==> src/rtl/rse_pkg.sv <==
// Types and constants shared by the RTT smoothing estimator.
// No dependencies; imported by rse_filter, rse_epoch and rtt_smoothing_estimator.
package rse_pkg;

    // Reset value of the throttle interval, in ms
    localparam logic [15:0] THROTTLE_RESET = 16'd5000;
    // Wrapped time differences at or above this are read backwards
    localparam logic [31:0] TIME_OVERFLOW  = 32'd86400000;

    // One input item
    typedef struct packed {
        logic [31:0] sample_time;
        logic [15:0] rtt_sample;
    } t_in_item;

    // One result item
    typedef struct packed {
        logic [15:0] smoothed_rtt;
        logic [15:0] rtt_variance;
        logic [15:0] epoch_low_rtt;
        logic [15:0] epoch_high_variance;
        logic        epoch_closed;
    } t_out_item;

    // Estimator state after one sample
    typedef struct packed {
        logic [15:0] rtt_avg;
        logic [15:0] rtt_var;
    } t_est;

    // Epoch decision and next tracker values
    typedef struct packed {
        logic        closed;
        logic [15:0] latched_low;
        logic [15:0] latched_high_var;
        logic [15:0] lowest_seen;
        logic [15:0] highest_var_seen;
    } t_epoch_upd;

endpackage

==> src/rtl/rse_filter.sv <==
// Smoothed RTT and variance update for one sample.
// Depends on rse_pkg.
module rse_filter (
    input  logic [15:0]   i_sample,
    input  rse_pkg::t_est i_est,
    output rse_pkg::t_est o_est
);
    import rse_pkg::*;

    logic [15:0] var_dec;
    logic        up;
    logic [15:0] diff;

    // Variance loses a quarter first
    assign var_dec = i_est.rtt_var - {2'b00, i_est.rtt_var[15:2]};

    // Absolute difference from the old average
    assign up   = (i_sample >= i_est.rtt_avg);
    assign diff = up ? (i_sample - i_est.rtt_avg) : (i_est.rtt_avg - i_sample);

    // Move an eighth of the way; variance gains a quarter of the difference
    always_comb begin
        o_est.rtt_avg = up ? (i_est.rtt_avg + {3'b000, diff[15:3]})
                           : (i_est.rtt_avg - {3'b000, diff[15:3]});
        o_est.rtt_var = var_dec + {2'b00, diff[15:2]};
    end

endmodule

==> src/rtl/rse_epoch.sv <==
// Epoch tracking: min RTT / max variance trackers and the epoch close test.
// Depends on rse_pkg.
module rse_epoch (
    input  logic [31:0]         i_now,
    input  logic [31:0]         i_epoch_start,
    input  logic [15:0]         i_interval,
    input  rse_pkg::t_est       i_est,
    input  logic [15:0]         i_lowest,
    input  logic [15:0]         i_highest,
    input  logic [15:0]         i_latched_low,
    input  logic [15:0]         i_latched_high,
    output rse_pkg::t_epoch_upd o_upd
);
    import rse_pkg::*;

    logic [15:0] low_trk;
    logic [15:0] high_trk;
    logic [31:0] fwd;
    logic [31:0] tdiff;
    logic        close;

    // Trackers take in the new values
    assign low_trk  = (i_est.rtt_avg < i_lowest)  ? i_est.rtt_avg : i_lowest;
    assign high_trk = (i_est.rtt_var > i_highest) ? i_est.rtt_var : i_highest;

    // Wrapped time difference; large forward gaps mean the time lies before the epoch
    assign fwd   = i_now - i_epoch_start;
    assign tdiff = (fwd >= TIME_OVERFLOW) ? (i_epoch_start - i_now) : fwd;
    assign close = (i_epoch_start == 32'd0) || (tdiff >= {16'd0, i_interval});

    // Latch and restart on close
    always_comb begin
        o_upd.closed = close;
        if (close) begin
            o_upd.latched_low      = low_trk;
            o_upd.latched_high_var = high_trk;
            o_upd.lowest_seen      = i_est.rtt_avg;
            o_upd.highest_var_seen = i_est.rtt_var;
        end else begin
            o_upd.latched_low      = i_latched_low;
            o_upd.latched_high_var = i_latched_high;
            o_upd.lowest_seen      = low_trk;
            o_upd.highest_var_seen = high_trk;
        end
    end

endmodule

==> src/rtl/rtt_smoothing_estimator.sv <==
// RTT smoothing estimator: smoothed RTT, variance and per-epoch min/max.
// An accepted item waits in the input register; the result register loads from it
// when it is free or being emptied, so a stalled receiver holds the item there.
// Throughput: one item per cycle unless the receiver stalls, set by the update loop.
// Reset (synchronous, active low) restores the default RTT, zero variance,
// an unset epoch and a throttle interval of 5000 ms. Depends on rse_pkg.
module rtt_smoothing_estimator #(
    parameter int DEFAULT_RTT = 500
) (
    input  logic                i_clk,
    input  logic                i_rst_n,
    input  logic                i_cfg_we,
    input  logic [15:0]         i_cfg_wdata,
    input  logic                i_in_valid,
    output logic                o_in_ready,
    input  rse_pkg::t_in_item   i_in_item,
    output logic                o_out_valid,
    input  logic                i_out_ready,
    output rse_pkg::t_out_item  o_out_item
);
    import rse_pkg::*;

    localparam logic [15:0] RTT_RESET = DEFAULT_RTT[15:0];

    logic [15:0] r_interval;
    logic        r_in_valid;
    t_in_item    r_in;
    logic        r_out_valid;
    t_out_item   r_out;
    t_est        r_est;
    logic [15:0] r_lowest;
    logic [15:0] r_highest;
    logic [15:0] r_latched_low;
    logic [15:0] r_latched_high;
    logic [31:0] r_epoch_start;

    t_est        n_est;
    t_epoch_upd  n_upd;
    logic        advance;

    // Stage moves on when the result register is free or being emptied
    assign advance    = r_in_valid && (!r_out_valid || i_out_ready);
    assign o_in_ready = !r_in_valid || advance;

    rse_filter u_filter (
        .i_sample (r_in.rtt_sample),
        .i_est    (r_est),
        .o_est    (n_est)
    );

    rse_epoch u_epoch (
        .i_now          (r_in.sample_time),
        .i_epoch_start  (r_epoch_start),
        .i_interval     (r_interval),
        .i_est          (n_est),
        .i_lowest       (r_lowest),
        .i_highest      (r_highest),
        .i_latched_low  (r_latched_low),
        .i_latched_high (r_latched_high),
        .o_upd          (n_upd)
    );

    // Configuration register
    always_ff @(posedge i_clk) begin
        if (!i_rst_n) begin
            r_interval <= THROTTLE_RESET;
        end else if (i_cfg_we) begin
            r_interval <= i_cfg_wdata;
        end
    end

    // Input register
    always_ff @(posedge i_clk) begin
        if (!i_rst_n) begin
            r_in_valid <= 1'b0;
        end else if (o_in_ready) begin
            r_in_valid <= i_in_valid;
        end
    end

    always_ff @(posedge i_clk) begin
        if (o_in_ready && i_in_valid) begin
            r_in <= i_in_item;
        end
    end

    // Estimator and epoch state, updated as an item passes to the result
    always_ff @(posedge i_clk) begin
        if (!i_rst_n) begin
            r_est.rtt_avg  <= RTT_RESET;
            r_est.rtt_var  <= 16'd0;
            r_lowest       <= RTT_RESET;
            r_highest      <= 16'd0;
            r_latched_low  <= RTT_RESET;
            r_latched_high <= 16'd0;
            r_epoch_start  <= 32'd0;
        end else if (advance) begin
            r_est          <= n_est;
            r_lowest       <= n_upd.lowest_seen;
            r_highest      <= n_upd.highest_var_seen;
            r_latched_low  <= n_upd.latched_low;
            r_latched_high <= n_upd.latched_high_var;
            if (n_upd.closed) begin
                r_epoch_start <= r_in.sample_time;
            end
        end
    end

    // Result register
    always_ff @(posedge i_clk) begin
        if (!i_rst_n) begin
            r_out_valid <= 1'b0;
        end else if (advance) begin
            r_out_valid <= 1'b1;
        end else if (i_out_ready) begin
            r_out_valid <= 1'b0;
        end
    end

    always_ff @(posedge i_clk) begin
        if (advance) begin
            r_out.smoothed_rtt        <= n_est.rtt_avg;
            r_out.rtt_variance        <= n_est.rtt_var;
            r_out.epoch_low_rtt       <= n_upd.latched_low;
            r_out.epoch_high_variance <= n_upd.latched_high_var;
            r_out.epoch_closed        <= n_upd.closed;
        end
    end

    assign o_out_valid = r_out_valid;
    assign o_out_item  = r_out;

`ifndef ASSERT_OFF
    // Lowest tracker never exceeds the current average
    a_low_le_avg: assert property (@(posedge i_clk) disable iff (!i_rst_n)
        r_lowest <= r_est.rtt_avg)
        else $error("lowest RTT tracker above smoothed RTT");

    // Highest tracker never falls below the current variance
    a_high_ge_var: assert property (@(posedge i_clk) disable iff (!i_rst_n)
        r_highest >= r_est.rtt_var)
        else $error("highest variance tracker below variance");

    // A closing item stores its time as the epoch start
    a_epoch_store: assert property (@(posedge i_clk) disable iff (!i_rst_n)
        (advance && n_upd.closed) |=> (r_epoch_start == $past(r_in.sample_time)))
        else $error("epoch start not taken from closing item");

    // Latched values hold while an epoch stays open
    a_latch_hold: assert property (@(posedge i_clk) disable iff (!i_rst_n)
        (advance && !n_upd.closed) |=> ($stable(r_latched_low) && $stable(r_latched_high)))
        else $error("latched values changed without epoch close");
`endif

endmodule

==> config.mk <==
export PLATFORM = sky130hd
export DESIGN_NAME = rtt_smoothing_estimator
export DESIGN_NICKNAME = d
export VERILOG_FILES = /design/src/rtl/rse_pkg.sv /design/src/rtl/rse_filter.sv /design/src/rtl/rse_epoch.sv /design/src/rtl/rtt_smoothing_estimator.sv
export SDC_FILE = /design/constraint.sdc
export NUM_CORES = 1
export LEC_CHECK = 0
export CORE_ASPECT_RATIO = 1.75
export CORE_MARGIN = 2
export CORE_UTILIZATION = 45
export DETAILED_ROUTE_END_ITERATION = 8
export DONT_BUFFER_PORTS = 1
export HOLD_SLACK_MARGIN = 0.02
export REMOVE_ABC_BUFFERS = 1
export SKIP_LAST_GASP = 1
export SYNTH_ARGS = -nofsm -noshare
export SYNTH_HDL_FRONTEND = slang
export SYNTH_SLANG_ARGS = --single-unit
==> constraint.sdc <==
create_clock -name i_clk -period 17.2 [get_ports i_clk]
set_clock_uncertainty 0.15 [all_clocks]
set_input_delay 3.44 -clock i_clk [delete_from_list [all_inputs] [get_ports i_clk]]
set_output_delay 3.44 -clock i_clk [all_outputs]
set_load 0.01 [all_outputs]
==> out/results.ini <==
[setup_path]
required_ps = 17360
reg2reg_slack_ps = 8260
cpPeakStageDelay_ps = 620
slowest_stage = nor2_2
timing.rr.end = o_out_item[17]
r2r-start = r_in[0]
cp_max_fo = 13
end_kind = flop
worstRegToRegCells = 32
start_kind = flop
crit_top_cell = o21ai_0
crit_type = flop to flop
cp_data_arrival_time_ps = 9090

[timing]
tightest_slew_ps = 1200
fmax_mhz = 112
hold_violations = 0
slew_headroom_pct = 19.3
fin_setup_tns_ps = 0
post-route-worst-setup-slack_ps = 8260
finalCritPeriodShare_pct = 52.0
min_period_ps = 8940
grt_setup_unrepaired = false
setup_viol = 0
final_max_slew_viol_count = 0

[route]
ant_nets = 0
drc = 0
via_count = 14800
firstDrtPassIters = 5
wl_um = 52900
avgViaCountPerCell = 5.67
drt_iter0_drc = 629
avgRoutedWirePerCell_um = 20.3

[grt]
grt_max_degree = 148
track_usage_pct = 24.2
antenna_found_initial = 2
grt_pass1_vias = 15200
grt_pass1_wl_um = 81600
grt_overflow = 0

[clock_tree]
ctsHtreeMaxLevel = 1
cts_setup_buffers = 0
clk_path_buf_depth = 3
clk_latency_ps = 560
clockRootBuffer = clkbuf_16
cts.sinks = 259
post_cts_resized = 0
numCtsBuffers = 27
cts_hold_buf = 0
cts_tree = done
clkTransAtPathRegs_ps = 60

[cells_and_area]
drive_above_1_share_pct = 7.55
final_area_um2 = 19900
layout.nets = 2292
area_growth_pct = 6.70
mostFrequentLayoutCells = 220 x inv_1, 186 x nand2_1, 172 x ha_1, 146 x dfxtp_1, 123 x a21oi_1
layout_commonest_cell = inv_1
stdcell_count = 2605

[flow_run]
maxCapViolCount = 0

[floorplanning]
fp.dieW_um = 158
row_count = 98
die_height_um = 273
die-area_um2 = 43100
io_pins = 136
start_util_pct = 45.6
core-area_um2 = 40800

[logic_synthesis]
synth_seq_cells = 259
async_flop_share_pct = 0
synth_compound_area_share_pct = 19.3
syn_avg_cell_area_um2 = 8.92
synth.distinct_cells = 97
synthSimpleGateAreaFrac_pct = 16.8
synth_enable_flop_cells = 113
synth_top_family_by_area = compound AO/OA/AOI/OAI gates
netlist_area_um2 = 18600
syn_inst = 2086
ys.flop_type = dfxtp_1
synth_xor_area_share_pct = 3.71
synth_fa_ha_area_share_pct = 13.4
synth_seq_area_share_pct = 33.9
yosysWarnings = 0
post_synth_mux_area_share_pct = 5.77

[hold_path]
worstHoldStart = r_latched_high[1]
hold_end = r_latched_high[1]
worstHoldPathType = flop to flop
min_path_cells = 2

[run_status]
status = finished clean

[place]
dpl_cell_area_um2 = 18900
placedCellCount = 2555
gp_congestion = 0.929
port_buffers = 0
hpwl_um = 39900
dp_slack_ps = 8310

critical path, delay by kind of cell (launching register included):
family / cells / cell delay (ps)
AO/OA/AOI/OAI: 13 / 3180
flip-flops: 1 / 390
buffers and inverters: 4 / 580
AND/OR/NAND/NOR: 6 / 1240
XOR/XNOR: 2 / 980
adder cells (fa/ha/maj): 4 / 1310
multiplexers: 3 / 840
metrics by stage:
stage	util, %	hold WS (ps)
after floorplan	-	282
after global placement	46.4	288
after detailed placement	46.4	291
after CTS	48.6	301
after global routing	48.6	320
final	48.6	301
routing by layer:
metal / global-route usage [%] / routed length [µm]
met4: 12.0 / 2690
met1: 24.4 / 19200
met5: 0 / 0
met2: 47.3 / 29000
met3: 3.39 / 2000
cell usage after synthesis (41+ instances only):
library cell | number | share of area [%]
mux2i_1 | 60 | 3.2
and2_1 | 41 | 1.4
a21oi_1 | 123 | 3.3
ha_1 | 172 | 12
a21o_1 | 53 | 2.1
nor2_1 | 122 | 2.5
edfxtp_1 | 113 | 18
nand2_1 | 186 | 3.8
clkbuf_1 | 47 | 0.95
nand3_1 | 73 | 2.0
o21ai_0 | 86 | 2.3
nor2b_1 | 49 | 1.6
mux2_2 | 42 | 2.5
xnor2_1 | 54 | 2.5
inv_1 | 221 | 4.5
dfxtp_1 | 146 | 16
sequential cells by signal, indices dropped and copies added (netlist names):
signal          flops
r_highest          16
r_epoch_start      32
r_interval         16
o_out_item         65
r_latched_low      16
r_est              32
o_out_valid         1
r_latched_high     16
r_lowest           16
r_in               48
r_in_valid          1
worst max path at each step:
stage                     cells after the start              to         from
after floorplan                               5    r_lowest[12]  i_out_ready
final                                        32  o_out_item[17]      r_in[0]
after global routing                         33     r_lowest[6]      r_in[7]
after detailed placement                     32  o_out_item[17]      r_in[0]
after global placement                       29   r_highest[11]      r_in[0]
after CTS                                    32  o_out_item[17]      r_in[0]
cell families (layout without fill, tap and decap cells):
kind of cell,after synthesis,after routing
fa+ha+maj,189,189
xor+xnor,78,78
compound gates,523,523
buf+inv,314,282
flops,259,259
simple gates,621,621
mux,102,102
other cells,0,1
cell type report:
cell class                      count  area [µm²]
Antenna cell                        1        2.50
Sequential cell                   259        6320
Fill cell                        3931       21000
Tap cell                          550         688
Multi-Input combinational cell   1513       11000
Inverter                          221         832
Clock buffer                       39         835
Timing Repair Buffer               12        90.1
Clock inverter                     10        85.1
Power is not shown: default switching activity piles up to over one toggle a cycle in this logic, so the estimate is an artifact.
